`src/hw/rtl/two_sided_cache_pool_allocator_unit_assert.svh`:
```
// ---------------------------------------------------------------------------
// Assertion macros for the two-sided cache pool allocator
// Same-cycle and next-cycle implication checks on clk, held off in reset.
// ---------------------------------------------------------------------------
`ifndef TWO_SIDED_CACHE_POOL_ALLOCATOR_UNIT_ASSERT_SVH
`define TWO_SIDED_CACHE_POOL_ALLOCATOR_UNIT_ASSERT_SVH

// same-cycle implication
`define TSCPA_ASSERT_IMP(lbl, ante, cons, msg) \
  lbl: assert property (@(posedge clk) disable iff (!rst_n) (ante) |-> (cons)) \
    else $error(msg);

// next-cycle implication
`define TSCPA_ASSERT_NXT(lbl, ante, cons, msg) \
  lbl: assert property (@(posedge clk) disable iff (!rst_n) (ante) |=> (cons)) \
    else $error(msg);

`endif

```
`src/hw/rtl/tscpa_pkg.sv`:
```
// ---------------------------------------------------------------------------
// tscpa_pkg
// Shared constants, codes and types of the two-sided cache pool allocator.
// ---------------------------------------------------------------------------
`timescale 1ns / 1ps

package tscpa_pkg;

  localparam int ID_COUNT         = 256;
  localparam int PERSIST_ENTRIES  = 32;
  localparam int REGION_ADDR_BITS = 20;

  localparam int ID_W      = 8;
  localparam int SIZE_W    = 20;
  localparam int COPIES_W  = 8;
  localparam int CFG_W     = 20;
  localparam int CFG_IDX_W = 2;
  localparam int OFF_W     = REGION_ADDR_BITS;
  localparam int ST_W      = 2;
  localparam int ST_AW     = $clog2(ID_COUNT);
  localparam int PE_AW     = $clog2(PERSIST_ENTRIES);
  localparam int PE_CW     = $clog2(PERSIST_ENTRIES + 1);
  localparam int NEED_W    = SIZE_W + COPIES_W + 1;
  localparam int SID_W     = ID_W + 1;
  localparam int GRANULE   = 16;

  localparam logic [1:0] FN_ALLOC  = 2'd0;
  localparam logic [1:0] FN_LOOKUP = 2'd1;
  localparam logic [1:0] FN_SETST  = 2'd2;
  localparam logic [1:0] FN_CLEAR  = 2'd3;

  localparam logic [1:0] MD_TEMP    = 2'd0;
  localparam logic [1:0] MD_PERSIST = 2'd1;
  localparam logic [1:0] MD_BOTH    = 2'd2;

  localparam logic [ST_W-1:0] ST_NONE = 2'd0;
  localparam logic [ST_W-1:0] ST_PROG = 2'd1;
  localparam logic [ST_W-1:0] ST_DONE = 2'd2;
  localparam logic [ST_W-1:0] ST_DISC = 2'd3;

  localparam logic [CFG_IDX_W-1:0] REG_TEMP_POOL    = 2'd0;
  localparam logic [CFG_IDX_W-1:0] REG_PERSIST_POOL = 2'd1;
  localparam logic [CFG_IDX_W-1:0] REG_HOLDS_BANKS  = 2'd2;

  localparam logic KIND_ANSWER = 1'b0;
  localparam logic KIND_NOTICE = 1'b1;

  localparam logic REGION_TEMP    = 1'b0;
  localparam logic REGION_PERSIST = 1'b1;

  typedef struct packed {
    logic [1:0]          func;
    logic [1:0]          mode;
    logic [ID_W-1:0]     item_id;
    logic [SIZE_W-1:0]   byte_size;
    logic [COPIES_W-1:0] copies;
    logic [ST_W-1:0]     new_status;
  } in_t;

  typedef struct packed {
    logic             kind;
    logic             fail;
    logic             region;
    logic [OFF_W-1:0] offset;
    logic [ID_W-1:0]  discard_id;
    logic             last;
  } out_t;

  typedef struct packed {
    logic load;
    logic clear;
    logic setst;
    logic tlook;
    logic walk_init;
    logic walk_step;
    logic phit;
    logic pfail;
    logic mul;
    logic palloc;
    logic rd_s0;
    logic rd_s1;
    logic talloc;
    logic emit;
  } cmd_t;

  typedef struct packed {
    logic [1:0] func;
    logic [1:0] mode;
    logic       walk_hit;
    logic       walk_end;
    logic       pfit;
    logic       last_now;
  } sts_t;

endpackage

```
`src/hw/rtl/tscpa_ram.sv`:
```
// ---------------------------------------------------------------------------
// tscpa_ram
// Generic single-write, single-read RAM with registered read data.
// ---------------------------------------------------------------------------
`timescale 1ns / 1ps

module tscpa_ram #(
  parameter int WIDTH = 8,
  parameter int DEPTH = 16
) (
  input  logic                     clk,
  input  logic                     we,
  input  logic [$clog2(DEPTH)-1:0] waddr,
  input  logic [WIDTH-1:0]         wdata,
  input  logic                     re,
  input  logic [$clog2(DEPTH)-1:0] raddr,
  output logic [WIDTH-1:0]         rdata
);

  logic [WIDTH-1:0] mem [DEPTH];
  logic [WIDTH-1:0] rdata_r;

  always_ff @(posedge clk) begin
    if (we) begin
      mem[waddr] <= wdata;
    end
    if (re) begin
      rdata_r <= mem[raddr];
    end
  end

  assign rdata = rdata_r;

endmodule

```
`src/hw/rtl/tscpa_ctrl.sv`:
```
// ---------------------------------------------------------------------------
// tscpa_ctrl
// Sequencer: dispatches a request, walks the table, emits result beats.
// ---------------------------------------------------------------------------
`timescale 1ns / 1ps

`include "two_sided_cache_pool_allocator_unit_assert.svh"

module tscpa_ctrl (
  input  logic            clk,
  input  logic            rst_n,
  input  logic            start,
  input  tscpa_pkg::sts_t sts,
  output logic            busy,
  output logic            out_strobe,
  output tscpa_pkg::cmd_t cmd
);
  import tscpa_pkg::*;

  localparam logic [3:0] S_IDLE = 4'd0;
  localparam logic [3:0] S_DISP = 4'd1;
  localparam logic [3:0] S_WALK = 4'd2;
  localparam logic [3:0] S_PCHK = 4'd3;
  localparam logic [3:0] S_TA0  = 4'd4;
  localparam logic [3:0] S_TA1  = 4'd5;
  localparam logic [3:0] S_TA2  = 4'd6;
  localparam logic [3:0] S_OUT  = 4'd7;

  logic [3:0] state_r, state_nxt;

  always_comb begin
    state_nxt = state_r;
    cmd       = '0;
    case (state_r)
      S_IDLE: begin
        if (start) begin
          cmd.load  = 1'b1;
          state_nxt = S_DISP;
        end
      end
      S_DISP: begin
        case (sts.func)
          FN_CLEAR: begin
            cmd.clear = 1'b1;
            state_nxt = S_OUT;
          end
          FN_SETST: begin
            cmd.setst = 1'b1;
            state_nxt = S_OUT;
          end
          FN_LOOKUP: begin
            if (sts.mode == MD_TEMP) begin
              cmd.tlook = 1'b1;
              state_nxt = S_OUT;
            end else begin
              cmd.walk_init = 1'b1;
              state_nxt     = S_WALK;
            end
          end
          default: begin
            if (sts.mode == MD_TEMP) begin
              state_nxt = S_TA0;
            end else begin
              cmd.mul   = 1'b1;
              state_nxt = S_PCHK;
            end
          end
        endcase
      end
      S_WALK: begin
        cmd.walk_step = 1'b1;
        if (sts.walk_hit) begin
          cmd.phit  = 1'b1;
          state_nxt = S_OUT;
        end else if (sts.walk_end) begin
          if (sts.mode == MD_BOTH) begin
            cmd.tlook = 1'b1;
          end else begin
            cmd.pfail = 1'b1;
          end
          state_nxt = S_OUT;
        end
      end
      S_PCHK: begin
        if (sts.pfit) begin
          cmd.palloc = 1'b1;
          state_nxt  = S_OUT;
        end else if (sts.mode == MD_BOTH) begin
          state_nxt = S_TA0;
        end else begin
          cmd.pfail = 1'b1;
          state_nxt = S_OUT;
        end
      end
      S_TA0: begin
        cmd.rd_s0 = 1'b1;
        state_nxt = S_TA1;
      end
      S_TA1: begin
        cmd.rd_s1 = 1'b1;
        state_nxt = S_TA2;
      end
      S_TA2: begin
        cmd.talloc = 1'b1;
        state_nxt  = S_OUT;
      end
      S_OUT: begin
        cmd.emit = 1'b1;
        if (sts.last_now) begin
          state_nxt = S_IDLE;
        end
      end
      default: begin
        state_nxt = S_IDLE;
      end
    endcase
  end

  always_ff @(posedge clk) begin
    if (!rst_n) begin
      state_r <= S_IDLE;
    end else begin
      state_r <= state_nxt;
    end
  end

  assign busy       = (state_r != S_IDLE);
  assign out_strobe = (state_r == S_OUT);

  `TSCPA_ASSERT_NXT(a_start_busy, start && !busy, busy, "accepted request did not go busy")
  `TSCPA_ASSERT_IMP(a_strobe_busy, out_strobe, busy, "result beat while idle")
  `TSCPA_ASSERT_NXT(a_last_idle, out_strobe && sts.last_now, !busy, "no idle after last beat")

endmodule

```
`src/hw/rtl/tscpa_dp.sv`:
```
// ---------------------------------------------------------------------------
// tscpa_dp
// Datapath: pool registers, slot state, status and persistent tables.
// ---------------------------------------------------------------------------
`timescale 1ns / 1ps

`include "two_sided_cache_pool_allocator_unit_assert.svh"

module tscpa_dp (
  input  logic                             clk,
  input  logic                             rst_n,
  input  tscpa_pkg::in_t                   in_item,
  input  logic                             cfg_we,
  input  logic [tscpa_pkg::CFG_IDX_W-1:0]  cfg_index,
  input  logic [tscpa_pkg::CFG_W-1:0]      cfg_wdata,
  input  tscpa_pkg::cmd_t                  cmd,
  output tscpa_pkg::sts_t                  sts,
  output tscpa_pkg::out_t                  out_item
);
  import tscpa_pkg::*;

  localparam logic [SID_W-1:0] SID_EMPTY = {1'b1, {ID_W{1'b0}}};

  in_t                  req_r;
  logic [SIZE_W-1:0]    tpool_r, tpool_nxt;
  logic [SIZE_W-1:0]    ppool_r, ppool_nxt;
  logic                 banks_r, banks_nxt;
  logic [SID_W-1:0]     sid0_r, sid0_nxt, sid1_r, sid1_nxt;
  logic [SIZE_W-1:0]    soff1_r, soff1_nxt;
  logic                 nside_r, nside_nxt;
  logic [SIZE_W-1:0]    tfill_r, tfill_nxt;
  logic [PE_CW-1:0]     pcnt_r, pcnt_nxt;
  logic [SIZE_W-1:0]    pfill_r, pfill_nxt;
  logic [NEED_W-1:0]    need_r;
  logic [ID_COUNT-1:0]  valid_r, valid_nxt;
  logic [PE_CW-1:0]     idx_r, idx_nxt;
  logic                 pend_r, pend_nxt;
  logic [ST_W-1:0]      s0_r;
  logic                 n1v_r, n1v_nxt, n2v_r, n2v_nxt;
  logic [ID_W-1:0]      n1id_r, n1id_nxt, n2id_r, n2id_nxt;
  logic                 afail_r, afail_nxt, areg_r, areg_nxt;
  logic [OFF_W-1:0]     aoff_r, aoff_nxt;

  logic [ST_W-1:0]          st_rdata;
  logic [ST_AW-1:0]         st_raddr;
  logic [ID_W+SIZE_W-1:0]   pe_rdata;
  logic                     pe_re;
  logic [ID_W-1:0]          pe_id;
  logic [SIZE_W-1:0]        pe_off;
  logic [SID_W-1:0]         req_sid;
  logic                     req_id_ok;
  logic [SIZE_W+COPIES_W-1:0] prod;
  logic [NEED_W-1:0]        need_sum;
  logic [NEED_W:0]          pend_sum;
  logic [ST_W-1:0]          s1;
  logic                     oversize, side, nosel;
  logic [SID_W-1:0]         chosen;
  logic [SIZE_W-1:0]        off1;

  function automatic logic id_ok(input logic [SID_W-1:0] sid);
    id_ok = !sid[ID_W] && ({1'b0, sid[ID_W-1:0]} < SID_W'(ID_COUNT));
  endfunction

  assign req_sid   = {1'b0, req_r.item_id};
  assign req_id_ok = id_ok(req_sid);
  assign pe_id     = pe_rdata[ID_W+SIZE_W-1:SIZE_W];
  assign pe_off    = pe_rdata[SIZE_W-1:0];
  assign st_raddr  = cmd.rd_s0 ? sid0_r[ST_AW-1:0] : sid1_r[ST_AW-1:0];
  assign pe_re     = cmd.walk_step && (idx_r < pcnt_r);

  assign prod     = req_r.copies * req_r.byte_size;
  assign need_sum = {1'b0, prod} + NEED_W'(GRANULE - 1);
  assign pend_sum = {{(NEED_W+1-SIZE_W){1'b0}}, pfill_r} + {1'b0, need_r};

  assign s1 = (id_ok(sid1_r) && valid_r[sid1_r[ST_AW-1:0]]) ? st_rdata : ST_NONE;
  assign oversize = ({1'b0, req_r.byte_size} + (SIZE_W+1)'(GRANULE)) > {1'b0, tpool_r};
  assign off1 = tpool_r - req_r.byte_size - SIZE_W'(GRANULE);

  always_comb begin
    side  = 1'b0;
    nosel = 1'b0;
    if (s0_r == ST_NONE) side = 1'b0;
    else if (s1 == ST_NONE) side = 1'b1;
    else if (s0_r == ST_DISC && s1 == ST_DISC) side = nside_r;
    else if (s0_r == ST_DISC) side = 1'b0;
    else if (s1 == ST_DISC) side = 1'b1;
    else if (s0_r != ST_PROG) side = 1'b0;
    else if (s1 != ST_PROG) side = 1'b1;
    else nosel = 1'b1;
  end

  assign chosen = side ? sid1_r : sid0_r;

  tscpa_ram #(.WIDTH(ST_W), .DEPTH(ID_COUNT)) u_st_ram (
    .clk   (clk),
    .we    (cmd.setst && req_id_ok),
    .waddr (req_r.item_id[ST_AW-1:0]),
    .wdata (req_r.new_status),
    .re    (cmd.rd_s0 || cmd.rd_s1),
    .raddr (st_raddr),
    .rdata (st_rdata)
  );

  tscpa_ram #(.WIDTH(ID_W+SIZE_W), .DEPTH(PERSIST_ENTRIES)) u_pe_ram (
    .clk   (clk),
    .we    (cmd.palloc),
    .waddr (pcnt_r[PE_AW-1:0]),
    .wdata ({req_r.item_id, pfill_r}),
    .re    (pe_re),
    .raddr (idx_r[PE_AW-1:0]),
    .rdata (pe_rdata)
  );

  always_comb begin
    tpool_nxt = tpool_r;
    ppool_nxt = ppool_r;
    banks_nxt = banks_r;
    sid0_nxt  = sid0_r;
    sid1_nxt  = sid1_r;
    soff1_nxt = soff1_r;
    nside_nxt = nside_r;
    tfill_nxt = tfill_r;
    pcnt_nxt  = pcnt_r;
    pfill_nxt = pfill_r;
    valid_nxt = valid_r;
    idx_nxt   = idx_r;
    pend_nxt  = pend_r;
    n1v_nxt   = n1v_r;
    n1id_nxt  = n1id_r;
    n2v_nxt   = n2v_r;
    n2id_nxt  = n2id_r;
    afail_nxt = afail_r;
    areg_nxt  = areg_r;
    aoff_nxt  = aoff_r;

    if (cfg_we) begin
      case (cfg_index)
        REG_TEMP_POOL:    tpool_nxt = cfg_wdata[SIZE_W-1:0];
        REG_PERSIST_POOL: ppool_nxt = cfg_wdata[SIZE_W-1:0];
        REG_HOLDS_BANKS:  banks_nxt = cfg_wdata[0];
        default: ;
      endcase
    end

    if (cmd.load) begin
      afail_nxt = 1'b0;
      areg_nxt  = REGION_TEMP;
      aoff_nxt  = '0;
      n1v_nxt   = 1'b0;
      n2v_nxt   = 1'b0;
    end

    if (cmd.clear) begin
      pcnt_nxt  = '0;
      pfill_nxt = '0;
      nside_nxt = 1'b0;
      tfill_nxt = '0;
      sid0_nxt  = SID_EMPTY;
      sid1_nxt  = SID_EMPTY;
      soff1_nxt = tpool_r;
      valid_nxt = '0;
    end

    if (cmd.setst && req_id_ok) begin
      valid_nxt[req_r.item_id[ST_AW-1:0]] = 1'b1;
    end

    if (cmd.walk_init) begin
      idx_nxt  = '0;
      pend_nxt = 1'b0;
    end

    if (cmd.walk_step) begin
      pend_nxt = pe_re;
      if (pe_re) begin
        idx_nxt = idx_r + PE_CW'(1);
      end
    end

    if (cmd.phit) begin
      afail_nxt = 1'b0;
      areg_nxt  = REGION_PERSIST;
      aoff_nxt  = OFF_W'(pe_off);
    end

    if (cmd.pfail) begin
      afail_nxt = 1'b1;
      areg_nxt  = REGION_PERSIST;
      aoff_nxt  = '0;
    end

    if (cmd.tlook) begin
      if (sid0_r == req_sid) begin
        nside_nxt = 1'b1;
        afail_nxt = 1'b0;
        aoff_nxt  = '0;
      end else if (sid1_r == req_sid) begin
        nside_nxt = 1'b0;
        afail_nxt = 1'b0;
        aoff_nxt  = OFF_W'(soff1_r);
      end else begin
        afail_nxt = 1'b1;
        aoff_nxt  = '0;
      end
      areg_nxt = REGION_TEMP;
    end

    if (cmd.palloc) begin
      pcnt_nxt  = pcnt_r + PE_CW'(1);
      pfill_nxt = pend_sum[SIZE_W-1:0];
      afail_nxt = 1'b0;
      areg_nxt  = REGION_PERSIST;
      aoff_nxt  = OFF_W'(pfill_r);
    end

    if (cmd.talloc) begin
      areg_nxt = REGION_TEMP;
      if (oversize || nosel) begin
        afail_nxt = 1'b1;
        aoff_nxt  = '0;
      end else begin
        afail_nxt = 1'b0;
        if (!chosen[ID_W]) begin
          if (id_ok(chosen)) valid_nxt[chosen[ST_AW-1:0]] = 1'b0;
          if (banks_r) begin
            n1v_nxt  = 1'b1;
            n1id_nxt = chosen[ID_W-1:0];
          end
        end
        if (!side) begin
          sid0_nxt  = req_sid;
          tfill_nxt = req_r.byte_size;
          if (soff1_r < req_r.byte_size) begin
            if (!sid1_r[ID_W]) begin
              if (id_ok(sid1_r)) valid_nxt[sid1_r[ST_AW-1:0]] = 1'b0;
              n2v_nxt  = 1'b1;
              n2id_nxt = sid1_r[ID_W-1:0];
            end
            sid1_nxt  = SID_EMPTY;
            soff1_nxt = tpool_r;
          end
          aoff_nxt = '0;
        end else begin
          soff1_nxt = off1;
          sid1_nxt  = req_sid;
          if (off1 < tfill_r) begin
            if (!sid0_r[ID_W]) begin
              if (id_ok(sid0_r)) valid_nxt[sid0_r[ST_AW-1:0]] = 1'b0;
              n2v_nxt  = 1'b1;
              n2id_nxt = sid0_r[ID_W-1:0];
            end
            sid0_nxt  = SID_EMPTY;
            tfill_nxt = '0;
          end
          aoff_nxt = OFF_W'(off1);
        end
        nside_nxt = ~side;
      end
    end

    if (cmd.emit) begin
      if (n1v_r) begin
        n1v_nxt = 1'b0;
      end else if (n2v_r) begin
        n2v_nxt = 1'b0;
      end
    end
  end

  always_ff @(posedge clk) begin
    if (!rst_n) begin
      tpool_r <= '0;
      ppool_r <= '0;
      banks_r <= 1'b0;
      sid0_r  <= SID_EMPTY;
      sid1_r  <= SID_EMPTY;
      soff1_r <= '0;
      nside_r <= 1'b0;
      tfill_r <= '0;
      pcnt_r  <= '0;
      pfill_r <= '0;
      valid_r <= '0;
      idx_r   <= '0;
      pend_r  <= 1'b0;
      n1v_r   <= 1'b0;
      n2v_r   <= 1'b0;
    end else begin
      tpool_r <= tpool_nxt;
      ppool_r <= ppool_nxt;
      banks_r <= banks_nxt;
      sid0_r  <= sid0_nxt;
      sid1_r  <= sid1_nxt;
      soff1_r <= soff1_nxt;
      nside_r <= nside_nxt;
      tfill_r <= tfill_nxt;
      pcnt_r  <= pcnt_nxt;
      pfill_r <= pfill_nxt;
      valid_r <= valid_nxt;
      idx_r   <= idx_nxt;
      pend_r  <= pend_nxt;
      n1v_r   <= n1v_nxt;
      n2v_r   <= n2v_nxt;
    end
  end

  always_ff @(posedge clk) begin
    if (cmd.load) begin
      req_r <= in_item;
    end
    if (cmd.mul) begin
      need_r <= need_sum & ~NEED_W'(GRANULE - 1);
    end
    if (cmd.rd_s1) begin
      s0_r <= (id_ok(sid0_r) && valid_r[sid0_r[ST_AW-1:0]]) ? st_rdata : ST_NONE;
    end
    n1id_r  <= n1id_nxt;
    n2id_r  <= n2id_nxt;
    afail_r <= afail_nxt;
    areg_r  <= areg_nxt;
    aoff_r  <= aoff_nxt;
  end

  always_comb begin
    out_item = '0;
    if (n1v_r) begin
      out_item.kind       = KIND_NOTICE;
      out_item.discard_id = n1id_r;
    end else if (n2v_r) begin
      out_item.kind       = KIND_NOTICE;
      out_item.discard_id = n2id_r;
    end else begin
      out_item.kind   = KIND_ANSWER;
      out_item.fail   = afail_r;
      out_item.region = areg_r;
      out_item.offset = aoff_r;
      out_item.last   = 1'b1;
    end
  end

  assign sts.func     = req_r.func;
  assign sts.mode     = req_r.mode;
  assign sts.walk_hit = pend_r && (pe_id == req_r.item_id);
  assign sts.walk_end = !pend_r && (idx_r >= pcnt_r);
  assign sts.pfit     = (pcnt_r < PE_CW'(PERSIST_ENTRIES)) &&
                        (pend_sum <= (NEED_W+1)'(ppool_r));
  assign sts.last_now = !n1v_r && !n2v_r;

  `TSCPA_ASSERT_IMP(a_pcnt_range, 1'b1, pcnt_r <= PE_CW'(PERSIST_ENTRIES), "table overfilled")

endmodule

```
`src/hw/rtl/two_sided_cache_pool_allocator_unit.sv`:
```
// ---------------------------------------------------------------------------
// two_sided_cache_pool_allocator_unit
// Persistent bump region plus two-slot temporary region for loaded assets.
// ---------------------------------------------------------------------------
// A request is taken when start is high and busy low; busy stays high until
// the last result beat. Results come one per cycle on out_strobe (notices
// first, answer last with last set) and cannot be held off. Clear, set status
// and temporary lookup give one beat; temporary allocation gives up to 3
// beats; persistent allocation one beat, or up to 3 on fallback to the
// temporary region. Persistent lookup walks the entry table in its RAM one
// entry per cycle, up to a full table of 32 entries, and gives one beat.
`timescale 1ns / 1ps

module two_sided_cache_pool_allocator_unit (
  input  logic                            clk,
  input  logic                            rst_n,
  input  logic                            start,
  output logic                            busy,
  input  tscpa_pkg::in_t                  in_item,
  output logic                            out_strobe,
  output tscpa_pkg::out_t                 out_item,
  input  logic                            cfg_we,
  input  logic [tscpa_pkg::CFG_IDX_W-1:0] cfg_index,
  input  logic [tscpa_pkg::CFG_W-1:0]     cfg_wdata
);
  import tscpa_pkg::*;

  cmd_t cmd;
  sts_t sts;

  tscpa_ctrl u_ctrl (
    .clk        (clk),
    .rst_n      (rst_n),
    .start      (start),
    .sts        (sts),
    .busy       (busy),
    .out_strobe (out_strobe),
    .cmd        (cmd)
  );

  tscpa_dp u_dp (
    .clk       (clk),
    .rst_n     (rst_n),
    .in_item   (in_item),
    .cfg_we    (cfg_we),
    .cfg_index (cfg_index),
    .cfg_wdata (cfg_wdata),
    .cmd       (cmd),
    .sts       (sts),
    .out_item  (out_item)
  );

endmodule
```
`config.mk`:
```
export PLATFORM = sky130hd
export DESIGN_NAME = two_sided_cache_pool_allocator_unit
export DESIGN_NICKNAME = d
export VERILOG_FILES = /design/src/hw/rtl/tscpa_pkg.sv /design/src/hw/rtl/tscpa_ram.sv /design/src/hw/rtl/tscpa_ctrl.sv /design/src/hw/rtl/tscpa_dp.sv /design/src/hw/rtl/two_sided_cache_pool_allocator_unit.sv
export VERILOG_INCLUDE_DIRS = /design/src /design/src/hw/rtl
export SDC_FILE = /design/constraint.sdc
export NUM_CORES = 2
export LEC_CHECK = 0
export BUFFER_PORTS_ARGS = -buffer_cell sky130_fd_sc_hd__buf_2
export CAP_MARGIN = 30
export CORE_AREA = 2 2 653 395
export CTS_BUF_LIST = sky130_fd_sc_hd__clkbuf_4 sky130_fd_sc_hd__clkbuf_8
export DETAILED_ROUTE_END_ITERATION = 7
export DIE_AREA = 0 0 655 397
export GPL_TIMING_DRIVEN = 0
export SETUP_SLACK_MARGIN = 0.05
export SYNTH_ARGS = -nofsm -noshare
export SYNTH_HDL_FRONTEND = slang
export SYNTH_SLANG_ARGS = --single-unit
```
`constraint.sdc`:
```
create_clock -name clk -period 9.5 [get_ports clk]
set_clock_uncertainty 0.2 [all_clocks]
set_input_delay 0.95 -clock clk [delete_from_list [all_inputs] [get_ports clk]]
set_output_delay 0.95 -clock clk [all_outputs]
set_load 0.05 [all_outputs]
```
==> out/metrics.cfg <==
[outcome]
status = finished with violations
violations = DRC

[global_routing]
grt_max_degree = 36
grt_pass1_vias = 61960
grt_pass1_wl_mm = 562.5
track_usage_pct = 32.18
antenna_found_initial = 37
overflow = 0

[logic_synthesis]
synth_edf_count = 1412
synth.distinct_cells = 86
async_flop_share_pct = 0
ys_seq_area_share_pct = 56.62
yosysWarnings = 0
synth_cells = 6498
synth_area_leaders = edfxtp_1 (48%), mux4_2 (13%), dfxtp_1 (8.8%)
synth_seq_cells = 1803
syn_area_mm2 = 0.08871
synth_ff_type = edfxtp_1
avgSynthCellArea_um2 = 13.65
syn_nets = 6882
yosys.area.top_type = edfxtp_1
yosysTopAreaCellShare_pct = 47.80

[critical_path]
crit_type = flop to flop
crit_path_start_kind = flop
critPathRequiredTime_ps = 10130
arrival_ps = 9050
crit_fanout = 10
worstSetupEndpointType = flop

[sta]
finalCritPeriodShare_pct = 88.67
drv_slew = 0
final.min_clock_period_ps = 8424
tns_ps = 0
hold_viol_final = 0
slew-limit-headroom_pct = 16.62
whs_ps = 43.37
max_freq_mhz = 118.7
setup_viol = 0
rsz0062_at_grt = no
worst_slew_pin_slew_ps = 1246

[floorplan]
fp-row-count = 144
core-area_mm2 = 0.2548
ioPinCount = 102
dieArea_mm2 = 0.2600
fp.dieH_um = 397
chipWidth_um = 655
initial_core_util_pct = 34.82

[finish]
instances_no_fill = 10840
layout_commonest_cell = edfxtp_1
multi_input_area_mm2 = 0.03562
syn2layout_area_growth_pct = 16.81
final_cell_mix = edfxtp_1 (1412), nand2_1 (544), mux4_2 (505)
final_nets = 7541
register_area_mm2 = 0.05024
final_util_pct = 40.67
layout-drive-gt1-share_pct = 21.98
fill_cells = 23600

[power]
swShare_pct = 34.68
powerDensity_mw_per_mm2 = 231.3
combPwrFrac_pct = 30.7
p_leak_nw = 35.95
power_frac_seq_pct = 39.1
p_total_mw = 23.96
ir_drop_mv = 0.3327
p_switching_mw = 8.312
intPower_mw = 15.65
power_frac_clock_pct = 30.2

[hold_path]
hold_path_class = primary input to flop

[cts]
post-cts-setup-buffers = 0
clk_pin_slew_worst_paths_ps = 60
cts_tree = yes
htreeDepth = 5
cts_root_buf = clkbuf_8
clk_path_buf_depth = 4
cts_made_buffers = 291
clk_latency_ps = 1020
cts.sinks = 1803

[drt]
wire_per_inst_um = 39.46
wirelength_mm = 427.8
vias = 68490
postRouteAntennaNets = 0
first_pass_iters = 8
dr.first_iter.drc_count = 11960
viasPerCell = 6.317
drc = 25

[place]
dpl.hpwl_mm = 325.6
port_buffers = 100
place_inst = 10230
gp_congestion = 1.074

[flow_run]
cap_violations = 0

-- sequential cells by signal, indices dropped and copies added, names as in the netlist, 3 cells and up --
name,count
u_dp.n1id_r,8
u_dp.sts,4
u_ctrl.state_r,3
u_dp.soff1_r,20
u_dp.u_st_ram.mem,512
u_dp.tpool_r,20
u_dp.sid1_r,9
u_dp.tfill_r,20
u_dp.need_r,25
u_dp.pfill_r,16
u_dp.pcnt_r,6
u_dp.idx_r,6
u_dp.req_r,38
u_dp.u_pe_ram.rdata,24
u_dp.aoff_r,20
u_dp.n2id_r,8
u_dp.sid0_r,9
u_dp.ppool_r,20
u_dp.valid_r,256
u_dp.u_pe_ram.mem,768
-- per-layer routing --
| metal | up-vias | global-route usage, % | part of all wire (%) |
|---|---|---|---|
| met1 | 35450 | 49.66 | 45 |
| met2 | 5531 | 38.91 | 36 |
| li1 | 26690 | - | - |
| met3 | 795 | 15.31 | 16 |
| met5 | - | 0.3827 | 0.14 |
| met4 | 24 | 8.491 | 3.1 |
-- final cells by class --
type / count / share of cell area [%]
Timing Repair Buffer: 366 / 4.121
Sequential cell: 1803 / 48.48
Antenna cell: 31 / 0.07487
Tap cell: 3431 / 4.143
Clock buffer: 398 / 4.767
Buffer: 506 / 2.072
Clock inverter: 118 / 0.9877
Inverter: 269 / 0.9769
Multi-Input combinational cell: 3920 / 34.37
-- synth_stat cells, types with 38 or more instances --
master / n
a211oi_1: 104
a21o_1: 187
a21oi_1: 288
a221oi_1: 193
a41o_1: 49
and2_1: 166
and3_1: 67
buf_1: 56
buf_2: 75
clkbuf_1: 361
dfxtp_1: 391
edfxtp_1: 1412
fa_1: 112
ha_1: 204
inv_1: 268
mux2_2: 38
mux2i_1: 66
mux4_2: 505
nand2_1: 544
nand3_1: 123
nor2_1: 405
nor3_1: 80
o211ai_1: 98
o21ai_0: 57
o221ai_1: 48
xnor2_1: 61
-- worst paths after layout --
path                            slack [ps]  depth (start not counted)        startpoint          endpoint
worst max-delay path                  1080                         24    u_dp.req_r[11]  u_dp.valid_r[13]
worst min-delay path                    40                          3      cfg_wdata[3]   u_dp.ppool_r[3]
worst max register to register        1080                         24    u_dp.req_r[11]  u_dp.valid_r[13]
worst min register to register         260                          2  u_dp.ppool_r[14]  u_dp.ppool_r[14]
-- stage by stage --
| step | area, µm² | worst slack [ps] |
|---|---|---|
| 3_3_place_gp | 93500 | -3462 |
| 5_1_grt | 103500 | 687.4 |
| 2_1_floorplan | 88710 | 2163 |
| 6_report | 103600 | 1076 |
| 4_1_cts | 103200 | 1073 |
| 3_5_place_dp | 96940 | 1033 |
-- cells by family after synthesis --
group | count (synthesis) | synth area share [%]
flops | 1803 | 56.62
buf+inv | 775 | 3.482
xor+xnor | 92 | 0.9083
mux | 615 | 14.15
simple gates | 1598 | 8.626
fa+ha+maj | 316 | 5.405
compound gates | 1299 | 10.81
-- timing repair --
action,CTS,global route
hold endpoints to repair,32,0
hold buffers,32,0
gates resized for setup,0,0
-- critical path, cell delays in order, from the launching register on --
cell      delay, ps
edfxtp_1        430
clkbuf_1        570
inv_1           210
ha_1            280
fa_1            440
a21o_1          210
a21oi_1         220
o21ai_0         260
o41ai_1         470
o21ai_0         260
o31ai_1         410
a31oi_1         230
xnor2_1         680
ha_1            380
nand4_1         120
or2_2           140
nor3_1           70
o31ai_1         100
nand2_1          90
nor3_1          210
o21a_1          330
clkbuf_1        530
nand2_1         540
o221ai_1        760
a211oi_1        170
-- power by group through the flow --
stage / registers, mW / clock network, mW / logic [mW]
2_1_floorplan: 9.49 / 0 / 4.75
3_3_place_gp: 9.77 / 0 / 6.76
3_5_place_dp: 9.53 / 0 / 7.28
4_1_cts: 9.36 / 7.27 / 7.32
5_1_grt: 9.37 / 7.61 / 8.12
6_report: 9.36 / 7.24 / 7.37
Note: power is estimated with default switching activity, not from simulation.
